`config.mk`:
```
export PLATFORM = sky130hd
export DESIGN_NAME = torus_neighbour_count_fitness
export DESIGN_NICKNAME = d
export VERILOG_FILES = /design/src/rtl/tnc_pkg.sv /design/src/rtl/tnc_ram.sv /design/src/rtl/tnc_pair.sv /design/src/rtl/tnc_fit.sv /design/src/rtl/torus_neighbour_count_fitness.sv
export SDC_FILE = /design/constraint.sdc
export NUM_CORES = 2
export LEC_CHECK = 0
export BUFFER_PORTS_ARGS = -buffer_cell sky130_fd_sc_hd__buf_4
export CELL_PAD_IN_SITES_DETAIL_PLACEMENT = 0
export CELL_PAD_IN_SITES_GLOBAL_PLACEMENT = 1
export CORE_ASPECT_RATIO = 1.5
export CORE_MARGIN = 8
export CORE_UTILIZATION = 49
export CTS_CLUSTER_SIZE = 24
export DETAILED_ROUTE_END_ITERATION = 8
export PLACE_DENSITY = 0.84
export SLEW_MARGIN = 20
export SYNTH_ARGS = -nofsm -noshare
export SYNTH_HDL_FRONTEND = slang
export SYNTH_SLANG_ARGS = --single-unit
```
`constraint.sdc`:
```
create_clock -name clk -period 5.9 [get_ports clk]
set_clock_uncertainty 0.1 [all_clocks]
set_input_delay 1.18 -clock clk [delete_from_list [all_inputs] [get_ports clk]]
set_output_delay 1.18 -clock clk [all_outputs]
set_load 0.02 [all_outputs]
```
`src/rtl/tnc_pkg.sv`:
```
// Shared types and constants of the torus neighbour-count fitness block.
// No dependencies; imported by every module of the block but tnc_ram.
package tnc_pkg;

  // Population size and derived widths
  localparam int MAX_AGENTS = 64;
  localparam int AW         = $clog2(MAX_AGENTS);
  localparam int CW         = $clog2(MAX_AGENTS + 1);

  // Field widths
  localparam int POS_W  = 16;
  localparam int RAD_W  = 15;
  localparam int WGT_W  = 16;
  localparam int FIT_W  = 20;
  localparam int FRAC_W = 16;

  // Squared distances and radius
  localparam int SQ_W  = 2 * POS_W;
  localparam int R2_W  = 2 * RAD_W;
  localparam logic [POS_W-1:0] HALF_SIDE = POS_W'(1) << (POS_W - 1);

  // Square root unit: one result bit per step
  localparam int ROOT_STEPS = FIT_W;
  localparam int VAL_W      = 2 * ROOT_STEPS;
  localparam int REM_W      = FIT_W + 2;
  localparam int STEP_W     = $clog2(ROOT_STEPS);
  localparam int COST_W     = WGT_W + CW;

  // Stream and register port widths
  localparam int IN_TDATA_W  = 2 * POS_W;
  localparam int OUT_BITS    = AW + CW + FIT_W;
  localparam int OUT_TDATA_W = ((OUT_BITS + 7) / 8) * 8;
  localparam int PADDR_W     = 3;
  localparam int PDATA_W     = 32;

  // Register indexes, decoded from paddr[2]
  localparam logic REG_RADIUS = 1'b0;
  localparam logic REG_WEIGHT = 1'b1;

  // Sequencer states
  typedef enum logic [2:0] {
    ST_LOAD,
    ST_ROW,
    ST_SWEEP,
    ST_DRAIN,
    ST_ROOT,
    ST_EMIT
  } tnc_state_t;

  // Status of the pair-check pipeline
  typedef struct packed {
    logic busy;
    logic hit;
  } pair_stat_t;

endpackage

```
`src/rtl/tnc_ram.sv`:
```
// Generic single-port-write, single-port-read RAM with registered read data.
// Standalone; no package needed.
module tnc_ram #(
  parameter int WIDTH = 32,
  parameter int DEPTH = 64
) (
  input  logic                     clk,
  input  logic                     we,
  input  logic [$clog2(DEPTH)-1:0] waddr,
  input  logic [WIDTH-1:0]         wdata,
  input  logic [$clog2(DEPTH)-1:0] raddr,
  output logic [WIDTH-1:0]         rdata
);

  logic [WIDTH-1:0] mem [DEPTH];

  // Write port
  always_ff @(posedge clk) begin
    if (we) begin
      mem[waddr] <= wdata;
    end
  end

  // Registered read port
  always_ff @(posedge clk) begin
    rdata <= mem[raddr];
  end

endmodule

```
`src/rtl/tnc_pair.sv`:
```
// Pair-check pipeline: wrapped deltas, squares, compare against radius squared.
// Depends on tnc_pkg.
module tnc_pair (
  input  logic                       clk,
  input  logic                       rst_n,
  input  logic                       pair_vld,
  input  logic [tnc_pkg::POS_W-1:0]  xi,
  input  logic [tnc_pkg::POS_W-1:0]  yi,
  input  logic [tnc_pkg::POS_W-1:0]  xj,
  input  logic [tnc_pkg::POS_W-1:0]  yj,
  input  logic [tnc_pkg::RAD_W-1:0]  radius,
  output tnc_pkg::pair_stat_t        stat
);
  import tnc_pkg::*;

  logic [POS_W-1:0] dx_raw, dy_raw;
  logic [POS_W-1:0] dx_r, dy_r;
  logic [SQ_W-1:0]  sx_r, sy_r;
  logic [SQ_W:0]    dist2;
  logic [R2_W-1:0]  r2_r;
  logic             s1_vld_r, s2_vld_r, hit_r, hit_vld_r;

  // Minimum image: fold deltas above half a side
  assign dx_raw = xi - xj;
  assign dy_raw = yi - yj;

  // Stage 1: folded deltas
  always_ff @(posedge clk) begin
    dx_r <= (dx_raw > HALF_SIDE) ? (POS_W'(0) - dx_raw) : dx_raw;
    dy_r <= (dy_raw > HALF_SIDE) ? (POS_W'(0) - dy_raw) : dy_raw;
  end

  // Stage 2: squares; radius squared held alongside
  always_ff @(posedge clk) begin
    sx_r <= dx_r * dx_r;
    sy_r <= dy_r * dy_r;
    r2_r <= radius * radius;
  end

  // Stage 3: strict compare
  assign dist2 = {1'b0, sx_r} + {1'b0, sy_r};

  always_ff @(posedge clk) begin
    hit_r <= dist2 < (SQ_W + 1)'(r2_r);
  end

  // Track valid through the stages
  always_ff @(posedge clk) begin
    if (!rst_n) begin
      s1_vld_r  <= 1'b0;
      s2_vld_r  <= 1'b0;
      hit_vld_r <= 1'b0;
    end else begin
      s1_vld_r  <= pair_vld;
      s2_vld_r  <= s1_vld_r;
      hit_vld_r <= s2_vld_r;
    end
  end

  assign stat.busy = s1_vld_r | s2_vld_r | hit_vld_r;
  assign stat.hit  = hit_vld_r & hit_r;

endmodule

```
`src/rtl/tnc_fit.sv`:
```
// Fitness unit: bit-serial square root of count, minus weight times count.
// Depends on tnc_pkg.
module tnc_fit (
  input  logic                      clk,
  input  logic                      rst_n,
  input  logic                      start,
  input  logic [tnc_pkg::CW-1:0]    count,
  input  logic [tnc_pkg::WGT_W-1:0] weight,
  output logic                      done,
  output logic [tnc_pkg::FIT_W-1:0] fitness
);
  import tnc_pkg::*;

  logic [VAL_W-1:0]  v_r;
  logic [REM_W-1:0]  rem_r;
  logic [FIT_W-1:0]  root_r;
  logic [COST_W-1:0] cost_r;
  logic [STEP_W-1:0] step_r;
  logic              busy_r, done_r;
  logic [REM_W+1:0]  rem_sh, trial;
  logic [COST_W-1:0] root_ext;

  // One root bit per step: bring down two radicand bits, try to subtract
  assign rem_sh = {rem_r, v_r[VAL_W-1 -: 2]};
  assign trial  = {2'b00, root_r, 2'b01};

  always_ff @(posedge clk) begin
    if (start) begin
      v_r    <= VAL_W'(count) << (2 * FRAC_W);
      rem_r  <= '0;
      root_r <= '0;
      cost_r <= weight * count;
    end else if (busy_r) begin
      v_r <= v_r << 2;
      if (rem_sh >= trial) begin
        rem_r  <= REM_W'(rem_sh - trial);
        root_r <= {root_r[FIT_W-2:0], 1'b1};
      end else begin
        rem_r  <= REM_W'(rem_sh);
        root_r <= {root_r[FIT_W-2:0], 1'b0};
      end
    end
  end

  // Step counter and done pulse
  always_ff @(posedge clk) begin
    if (!rst_n) begin
      busy_r <= 1'b0;
      done_r <= 1'b0;
      step_r <= '0;
    end else begin
      done_r <= 1'b0;
      if (start) begin
        busy_r <= 1'b1;
        step_r <= '0;
      end else if (busy_r) begin
        step_r <= step_r + STEP_W'(1);
        if (step_r == STEP_W'(ROOT_STEPS - 1)) begin
          busy_r <= 1'b0;
          done_r <= 1'b1;
        end
      end
    end
  end

  // Clamp the difference at zero
  assign root_ext = COST_W'(root_r);
  assign fitness  = (root_ext > cost_r) ? FIT_W'(root_ext - cost_r) : '0;
  assign done     = done_r;

endmodule

```
`src/rtl/torus_neighbour_count_fitness.sv`:
```
// Top level of the torus neighbour-count fitness block.
// Depends on tnc_pkg, tnc_ram, tnc_pair and tnc_fit.
//
// Agents load one per cycle into a 64-entry position memory; the request with
// tlast closes the population (a request beyond 64 agents is dropped, but its
// tlast still counts). Then, for each agent i in load order, the block reads
// entry i and sweeps all N entries through the single memory read port, one
// pair per cycle, counting pairs whose wrapped distance is strictly below the
// radius. A 20-step square root follows, and the result is offered on the
// output stream. Each agent passes through a row read, the sweep, a pipeline
// drain, the root and an emit state that holds while the output stalls.
// No input is taken from the final request until the last result is accepted.
// Registers: radius at address 0, competition weight at address 4; write them
// only while idle.
module torus_neighbour_count_fitness (
  input  logic                              clk,
  input  logic                              rst_n,
  // Input stream; tdata: pos_x [15:0], pos_y [31:16]; tlast: final_agent
  input  logic                              in_tvalid,
  output logic                              in_tready,
  input  logic [tnc_pkg::IN_TDATA_W-1:0]    in_tdata,
  input  logic                              in_tlast,
  // Result stream; tdata: agent_index [5:0], neighbour_count [12:6],
  // fitness [32:13], zero pad [39:33]; tlast: last_result
  output logic                              out_tvalid,
  input  logic                              out_tready,
  output logic [tnc_pkg::OUT_TDATA_W-1:0]   out_tdata,
  output logic                              out_tlast,
  // Register port
  input  logic                              cfg_psel,
  input  logic                              cfg_penable,
  input  logic                              cfg_pwrite,
  input  logic [tnc_pkg::PADDR_W-1:0]       cfg_paddr,
  input  logic [tnc_pkg::PDATA_W-1:0]       cfg_pwdata,
  output logic [tnc_pkg::PDATA_W-1:0]       cfg_prdata,
  output logic                              cfg_pready
);
  import tnc_pkg::*;

  tnc_state_t       state_r, state_nxt;
  logic [RAD_W-1:0] radius_r;
  logic [WGT_W-1:0] weight_r;
  logic [CW-1:0]    loaded_r, last_idx;
  logic [AW-1:0]    row_r, col_r;
  logic [CW-1:0]    cnt_r;
  logic             latch_row_r, pair_vld_r;
  logic [POS_W-1:0] xi_r, yi_r;
  logic             in_acc, out_acc, ram_we, row_last, col_last;
  logic [AW-1:0]    raddr;
  logic [2*POS_W-1:0] rdata;
  pair_stat_t       pstat;
  logic             fit_start, fit_done;
  logic [FIT_W-1:0] fit_val;
  logic [AW-1:0]    out_idx_r;
  logic [CW-1:0]    out_cnt_r;
  logic [FIT_W-1:0] out_fit_r;
  logic             out_vld_r, out_last_r;

  // Register port
  assign cfg_pready = 1'b1;

  always_ff @(posedge clk) begin
    if (!rst_n) begin
      radius_r <= RAD_W'(655);
      weight_r <= WGT_W'(16384);
    end else if (cfg_psel && cfg_penable && cfg_pwrite && cfg_pready) begin
      unique case (cfg_paddr[2])
        REG_RADIUS: radius_r <= cfg_pwdata[RAD_W-1:0];
        REG_WEIGHT: weight_r <= cfg_pwdata[WGT_W-1:0];
        default:    radius_r <= radius_r;
      endcase
    end
  end

  always_comb begin
    unique case (cfg_paddr[2])
      REG_RADIUS: cfg_prdata = PDATA_W'(radius_r);
      REG_WEIGHT: cfg_prdata = PDATA_W'(weight_r);
      default:    cfg_prdata = '0;
    endcase
  end

  // Handshakes
  assign in_tready = (state_r == ST_LOAD);
  assign in_acc    = in_tvalid && in_tready;
  assign out_acc   = out_vld_r && out_tready;

  // Position memory: {y, x} per agent
  assign ram_we   = in_acc && (loaded_r < CW'(MAX_AGENTS));
  assign raddr    = (state_r == ST_ROW) ? row_r : col_r;
  assign last_idx = loaded_r - CW'(1);
  assign row_last = ({1'b0, row_r} == last_idx);
  assign col_last = ({1'b0, col_r} == last_idx);

  tnc_ram #(
    .WIDTH (2 * POS_W),
    .DEPTH (MAX_AGENTS)
  ) u_pos_ram (
    .clk   (clk),
    .we    (ram_we),
    .waddr (loaded_r[AW-1:0]),
    .wdata (in_tdata),
    .raddr (raddr),
    .rdata (rdata)
  );

  // Hold the row agent; it arrives the cycle after its read
  always_ff @(posedge clk) begin
    if (latch_row_r) begin
      xi_r <= rdata[POS_W-1:0];
      yi_r <= rdata[2*POS_W-1:POS_W];
    end
  end

  tnc_pair u_pair (
    .clk      (clk),
    .rst_n    (rst_n),
    .pair_vld (pair_vld_r),
    .xi       (xi_r),
    .yi       (yi_r),
    .xj       (rdata[POS_W-1:0]),
    .yj       (rdata[2*POS_W-1:POS_W]),
    .radius   (radius_r),
    .stat     (pstat)
  );

  tnc_fit u_fit (
    .clk     (clk),
    .rst_n   (rst_n),
    .start   (fit_start),
    .count   (cnt_r),
    .weight  (weight_r),
    .done    (fit_done),
    .fitness (fit_val)
  );

  // Sequencer: next state
  always_comb begin
    state_nxt = state_r;
    fit_start = 1'b0;
    unique case (state_r)
      ST_LOAD:  if (in_acc && in_tlast) state_nxt = ST_ROW;
      ST_ROW:   state_nxt = ST_SWEEP;
      ST_SWEEP: if (col_last) state_nxt = ST_DRAIN;
      ST_DRAIN: begin
        if (!pair_vld_r && !pstat.busy) begin
          fit_start = 1'b1;
          state_nxt = ST_ROOT;
        end
      end
      ST_ROOT:  if (fit_done) state_nxt = ST_EMIT;
      ST_EMIT: begin
        if (out_acc) begin
          state_nxt = row_last ? ST_LOAD : ST_ROW;
        end
      end
      default:  state_nxt = ST_LOAD;
    endcase
  end

  always_ff @(posedge clk) begin
    if (!rst_n) begin
      state_r <= ST_LOAD;
    end else begin
      state_r <= state_nxt;
    end
  end

  // Counters and read tags
  always_ff @(posedge clk) begin
    if (!rst_n) begin
      loaded_r    <= '0;
      row_r       <= '0;
      col_r       <= '0;
      cnt_r       <= '0;
      latch_row_r <= 1'b0;
      pair_vld_r  <= 1'b0;
    end else begin
      latch_row_r <= (state_r == ST_ROW);
      pair_vld_r  <= (state_r == ST_SWEEP);
      if (ram_we) begin
        loaded_r <= loaded_r + CW'(1);
      end
      if (in_acc && in_tlast) begin
        row_r <= '0;
      end
      if (state_r == ST_ROW) begin
        col_r <= '0;
        cnt_r <= '0;
      end else if (pstat.hit) begin
        cnt_r <= cnt_r + CW'(1);
      end
      if (state_r == ST_SWEEP) begin
        col_r <= col_r + AW'(1);
      end
      if (out_acc) begin
        if (row_last) begin
          loaded_r <= '0;
        end else begin
          row_r <= row_r + AW'(1);
        end
      end
    end
  end

  // Output register
  always_ff @(posedge clk) begin
    if (fit_done) begin
      out_idx_r  <= row_r;
      out_cnt_r  <= cnt_r;
      out_fit_r  <= fit_val;
      out_last_r <= row_last;
    end
  end

  always_ff @(posedge clk) begin
    if (!rst_n) begin
      out_vld_r <= 1'b0;
    end else if (fit_done) begin
      out_vld_r <= 1'b1;
    end else if (out_acc) begin
      out_vld_r <= 1'b0;
    end
  end

  assign out_tvalid = out_vld_r;
  assign out_tlast  = out_last_r;
  assign out_tdata  = OUT_TDATA_W'({out_fit_r, out_cnt_r, out_idx_r});

endmodule

```
Word level (Yosys, flattened, before mapping)
Memory sizes are Yosys's and may differ from the RTL's. A register that Yosys moved wholly into a read port is not among the register bits.
Cells that the tools add are included.
{"block": "word_totals", "elab_cells": 128, "ram_bits": 2048, "n_memories": 1, "in_bits": 75, "out_inout_bits": 76, "register_bits": 339}
{"block": "op_classes", "reduce_logical": 19, "mul": 4, "n_mux": 33, "eq_ne": 13, "order_cmp": 6, "bitwise": 6, "addsub": 13}
{"name": "u_pos_ram.mem", "words": 64, "width": 32, "read_ports": 1, "rd_ports_with_merged_regs": 1, "write_ports": 1, "line_no": "tnc_ram.sv:15", "text": "logic [WIDTH-1:0] mem [DEPTH];"}
{"operator": "two-way mux 39 bit", "count": 2}
{"operator": "multiplier 16 x 16 -> 32 bit", "count": 2}
{"operator": "case mux 32 bit (2 select lines)", "count": 1}
{"operator": "two-way mux 6 bit", "count": 6}
{"operator": "adder 32 x 32 -> 33 bit", "count": 1}
{"operator": "< comparator 33 x 30 -> 1 bit", "count": 1}
{"operator": "> comparator 16 bit (second input constant)", "count": 2}
{"operator": "two-way mux 16 bit", "count": 2}
{"operator": "subtractor 1 x 16 -> 16 bit (first input constant)", "count": 2}
{"operator": "subtractor 16 bit", "count": 2}
{"operator": "multiplier 15 x 15 -> 30 bit", "count": 1}
{"operator": ">= comparator 24 x 22 -> 1 bit", "count": 1}
{"operator": "> comparator 20 x 23 -> 1 bit", "count": 1}
{"operator": "multiplier 16 x 7 -> 23 bit", "count": 1}
{"operator": "two-way mux 22 bit", "count": 1}
{"operator": "subtractor 22 bit", "count": 1}
{"operator": "two-way mux 7 bit", "count": 3}
{"operator": "subtractor 20 bit", "count": 1}
{"operator": "case mux 3 bit (6 select lines)", "count": 1}
{"operator": "two-way mux 3 bit", "count": 5}
{"operator": "adder 7 x 1 -> 7 bit (second input constant)", "count": 2}
{"operator": "equality test 6 x 7 -> 1 bit", "count": 2}
{"operator": "adder 6 x 1 -> 6 bit (second input constant)", "count": 2}
{"operator": "two-way mux 1 bit", "count": 12}
{"operator": "other kinds (20)", "count": 39}

Depth between registers and ports, before layout
{"block": "logic_depth", "word_depth": 7, "mapped_depth": 26}

Hierarchy
A second synthesis with hierarchy kept.
{"block": "hier_totals", "cells_unflattened": 7940, "hier_area_um2": 120259.1}
{"mod": "tnc_ram", "cells_each": 3324, "n_inst": 1, "area_per_inst_um2": 78515.3}
{"mod": "tnc_pair", "cells_each": 3140, "n_inst": 1, "area_per_inst_um2": 27695.3}
{"mod": "tnc_fit", "cells_each": 970, "n_inst": 1, "area_per_inst_um2": 8649.5}
{"mod": "torus_neighbour_count_fitness", "cells_each": 506, "n_inst": 1, "area_per_inst_um2": 5398.9}

Worst setup path after synthesis
Ideal clock, no wire load.
{"block": "synth_timing", "path_kind": "register to register", "start": "reg u_pair.dy_r[1]", "end": "reg u_pair.sy_r[29]", "stages_incl_launch_ff": 23, "arrival_ns": 6.191, "setup_time_ns": 0.123, "t_required_ns": 5.677, "setup_slack_ns": -0.514, "n_path_buf": 2, "path_cell_list": "dfxtp_1 > clkbuf_1 > clkbuf_1 > nand2_1 > fa_1 > fa_1 > inv_1 > fa_1 > fa_1 > fa_1 > inv_1 > fa_1 > inv_1 > ha_1 > a21o_1 > a21oi_1 > and4_1 > o31ai_1 > a41o_1 > and4_1 > a2111oi_0 > a21oi_1 > xor2_1"}
{"block": "synth_between", "elab_chain_cells": 1}
{"item": "start, declared", "line_no": "tnc_pair.sv:17", "text": "logic [POS_W-1:0] dx_r, dy_r;"}
{"item": "start signal, assigned", "line_no": "tnc_pair.sv:30", "text": "dy_r <= (dy_raw > HALF_SIDE) ? (POS_W'(0) - dy_raw) : dy_raw;"}
{"item": "multiplier 16 x 16 -> 32 bit", "line_no": "tnc_pair.sv:36", "text": "sy_r <= dy_r * dy_r;"}
{"item": "end signal, assigned", "line_no": "tnc_pair.sv:36"}
{"item": "end, declared", "line_no": "tnc_pair.sv:18", "text": "logic [SQ_W-1:0] sx_r, sy_r;"}
Every way passes these cells.
A chain may end at the register's enable or synchronous reset.

Final worst setup path
{"block": "layout_timing", "start": "reg u_pair.dx_r[9]", "end": "reg u_pair.sx_r[30]"}
{"block": "layout_between", "elab_chain_cells": 1}
{"item": "start, declared", "line_no": "tnc_pair.sv:17"}
{"item": "start signal, assigned", "line_no": "tnc_pair.sv:29", "text": "dx_r <= (dx_raw > HALF_SIDE) ? (POS_W'(0) - dx_raw) : dx_raw;"}
{"item": "multiplier 16 x 16 -> 32 bit", "line_no": "tnc_pair.sv:35", "text": "sx_r <= dx_r * dx_r;"}
{"item": "end signal, assigned", "line_no": "tnc_pair.sv:35"}
{"item": "end, declared", "line_no": "tnc_pair.sv:18"}
Every way passes these cells.

==> impl_summary.log <==
[metrics] layout cells sized above 1: 20.6%
[metrics] number of antenna violations at the first check in global routing: 4
[metrics] number of synthesized flops with an enable pin: 2144
[metrics] Worst Setup Path Type: reg2reg
[metrics] total number of vias: 69200
[metrics] first-pass GRT wire length: 434 mm
[metrics] placed inst area: 128000 um^2
[metrics] number of cells on the worst reg-to-reg path: 24
[metrics] post-route DRC violation count: 0
[metrics] site row count: 222
[metrics] met3 usage in global routing: 2.57%
[metrics] number of warnings printed during yosys synthesis: 0
[metrics] most common library cell in the layout ignoring fill and taps: sky130_fd_sc_hd__edfxtp_1
[metrics] setup slack on the worst flop-to-flop path: -100 ps
[metrics] synthesized-area fraction occupied by xor and xnor cells: 1.83%
[metrics] Ports: 151
[metrics] final period utilization: 102%
[metrics] share of synthesized area spent on multiplexers: 10.1%
[metrics] main combinational cell family by area after synthesis: adder cells
[metrics] arrival time of the worst setup path: 6630 ps
[metrics] insertion delay to the later sink of the worst-skew pair: 880 ps
[metrics] post-DR vias/cell: 5.74
[metrics] violations in the final reports: setup timing
[metrics] Worst EP required: 6530 ps
[metrics] routability-driven placement congestion ratio: 0.839
[metrics] First DRT Iteration DRCs: 5850
[metrics] crit path time final: 6000 ps
[metrics] final-report setup violation count: 8
[metrics] Crit. End Element: register
[metrics] GR met2 Demand/Resource: 41.2%
[metrics] Synth async-reset ratio: 0%
[metrics] gate count of the mapped netlist: 8167
[metrics] post-DR wirelength/cell: 23.6 um
[metrics] GRT Overall Usage: 21.4%
[metrics] effective utilization at floorplan: 49.3%
[metrics] top fanout value on the critical path: 8
[metrics] max cap viols: 0
[metrics] Synth cell types: 92
[metrics] overall die width: 420 um
[metrics] unrepaired setup endpoints after global routing: yes
[metrics] average footprint of a synthesized cell: 14.7 um^2
[metrics] Pins Over Slew Limit: 0
[metrics] worst relative slew slack: 18.2%
[metrics] final HPWL from detailed placement: 187 mm
[metrics] number of port buffers: 108
[metrics] post-detailed-routing wire length: 284 mm
[metrics] type of origin of the critical path: register
[metrics] sum of negative setup slack: -424 ps
[metrics] hold bufs inserted after CTS: 0
[metrics] TritonCTS clock tree: yes
[metrics] clk sinks: 2416
[metrics] number of endpoints with negative hold slack in the final report: 0
[metrics] part of the Yosys area used for sequential elements: 58.1%
[metrics] adder-cell share of the synthesized area: 13.8%
[metrics] Area growth syn-to-layout: 13.7%
[metrics] GR Util met1: 23.1%
[metrics] max frequency: 0.167 GHz
[metrics] number of global-route vias before repair: 74300
[metrics] cell area after technology mapping: 120000 um^2
[metrics] leading register cell type out of synthesis: sky130_fd_sc_hd__edfxtp_1
[metrics] outcome: finished with violations
[metrics] clock transition at the registers of the reported paths: 60 ps
[metrics] number of buffers added by the clock tree synthesis step: 218
[metrics] hold path cells: 0
[metrics] Total Die Area: 262000 um^2
[metrics] Compound-Gate Fraction of Synth Area: 5.49%
[metrics] Seq cells post-synth: 2416
[metrics] Max Root-Sink Buffers: 4
[metrics] Std-Cell Core Area: 244000 um^2
[metrics] worst min path class: reg2reg
[metrics] maximum number of pins on one net before global-route repair: 110
[metrics] top library cells by usage in the layout, fill and taps aside: sky130_fd_sc_hd__edfxtp_1 (2144), sky130_fd_sc_hd__inv_1 (878), sky130_fd_sc_hd__nand2_1 (725), sky130_fd_sc_hd__buf_4 (522), sky130_fd_sc_hd__fa_1 (520)
[metrics] final setup slack of the worst path: -96.1 ps
[metrics] clock root buffer: sky130_fd_sc_hd__clkbuf_16
[metrics] post-layout instance area: 137000 um^2
[metrics] Die Y-Extent: 622 um
[metrics] number of optimization iterations in the first detailed-route pass: 6
[metrics] final net count: 9702
[metrics] maximum level of the CTS H-tree: 4
[metrics] simple-gate area share of the yosys netlist: 6.40%
[metrics] Worst Tran Pin Value: 1230 ps
[metrics] GRT Residual Overflow: 0
[metrics] most used routing layer in global routing: met2
[metrics] number of antenna-violating nets in the routed design: 0
==> routing by layer <==
metal  up-vias  part of all wire, %  wire [um]
li1      30500                    -          -
met1     35500                   34      96800
met2      2450                   56     159000
met3       731                  5.0      14200
met4         0                  5.1      14500
met5         -                    0          0
==> metrics by stage <==
stage	worst slack, ps	utilization [%]	cells	hold WS (ps)
finish	-96.1	56.0	12000	331
floorplan	-8.65	-	8189	266
CTS	-91.9	55.7	12000	330
global route	-350	56.0	12000	346
detailed placement	-547	52.4	11600	322
global placement	-462	52.4	11600	317
==> sequential cells by signal (all words and copies together) (netlist names), 16 cells and up <==
| register | flops |
|---|---|
| yi_r | 16 |
| u_fit.rem_r | 22 |
| u_pos_ram.mem | 2048 |
| u_pair.r2_r | 29 |
| xi_r | 16 |
| u_pair.dx_r | 16 |
| weight_r | 16 |
| u_pair.sx_r | 31 |
| u_fit.cost_r | 23 |
| u_pair.sy_r | 31 |
| u_pair.dy_r | 16 |
| u_fit.root_r | 20 |
| out_fit_r | 20 |
| u_pos_ram.rdata | 32 |
==> final timing paths <==
| path | startpoint | to |
|---|---|---|
| worst max-delay path | u_pair.dx_r[9]$_DFF_P_ | u_pair.sx_r[30]$_DFF_P_ |
| worst min-delay path | u_pos_ram.rdata[14]$_DFF_P_ | xi_r[14]$_DFFE_PP_ |
| worst max register to register | u_pair.dx_r[9]$_DFF_P_ | u_pair.sx_r[30]$_DFF_P_ |
| worst min register to register | u_pos_ram.rdata[14]$_DFF_P_ | xi_r[14]$_DFFE_PP_ |
==> critical path: stages (launching register included) <==
cell	delay (ps)
sky130_fd_sc_hd__dfxtp_4	410
sky130_fd_sc_hd__and2_4	160
sky130_fd_sc_hd__inv_1	50
sky130_fd_sc_hd__fa_1	510
sky130_fd_sc_hd__inv_2	40
sky130_fd_sc_hd__fa_1	490
sky130_fd_sc_hd__inv_1	50
sky130_fd_sc_hd__fa_1	490
sky130_fd_sc_hd__inv_2	40
sky130_fd_sc_hd__fa_1	490
sky130_fd_sc_hd__fa_1	520
sky130_fd_sc_hd__inv_1	50
sky130_fd_sc_hd__fa_1	480
sky130_fd_sc_hd__inv_1	40
sky130_fd_sc_hd__ha_2	170
sky130_fd_sc_hd__a21o_1	190
sky130_fd_sc_hd__a21o_1	210
sky130_fd_sc_hd__a21oi_2	160
sky130_fd_sc_hd__a2bb2oi_2	80
sky130_fd_sc_hd__o41a_1	420
sky130_fd_sc_hd__a21oi_2	220
sky130_fd_sc_hd__a21oi_2	90
sky130_fd_sc_hd__a21o_1	180
sky130_fd_sc_hd__a21oi_2	130
sky130_fd_sc_hd__xnor2_1	130
==> cells by family (layout without fill, tap and decap cells) <==
family                     after synthesis  in the layout
xor gates and xnor gates               251            251
adders and majority gates             1004           1004
DFF                                   2416           2416
muxes                                  567            567
other                                    2             25
and+or+nand+nor                       1640           1640
buffers and inverters                 1307           1917
AOI/OAI and AO/OA                      980            980
==> Yosys cell counts (all sizes together) (49+ instances only) <==
library cell  instances  area [um^2]
dfxtp               272         5450
mux4                512        11500
clkbuf              241          915
inv                 914         3430
nor2b                49          307
and2                302         1890
edfxtp             2144        64400
xnor2               172         1510
nor3                 53          277
a21o                 81          609
a211oi              189         1420
a21oi               240         1200
xor2                 79          692
nand2               750         2820
a31oi                96          601
nor2                265          997
ha                  470         5880
fa                  534        10700
o21ai               103          527
nand3                59          305
a311oi               66          578
buf                 150          801
==> what timing repair did <==
action / in CTS / in global routing
pin swaps: 101 / 136
resized for setup: 181 / 152
gates cloned: 0 / 0
buffers inserted: 28 / 25
endpoints found under the setup margin: 32 / 31
==> cell type report <==
| type | count | area [um^2] |
|---|---|---|
| Clock buffer | 263 | 5800 |
| Antenna cell | 1 | 2.50 |
| Inverter | 916 | 3450 |
| Multi-Input combinational cell | 4466 | 46800 |
| Sequential cell | 2416 | 69900 |
| Fill cell | 18700 | 107000 |
| Tap cell | 3248 | 4060 |
| Clock inverter | 133 | 1440 |
| Timing Repair Buffer | 605 | 5170 |
Power is not shown: default switching activity piles up to over one toggle a cycle in this logic, so the estimate is an artifact.
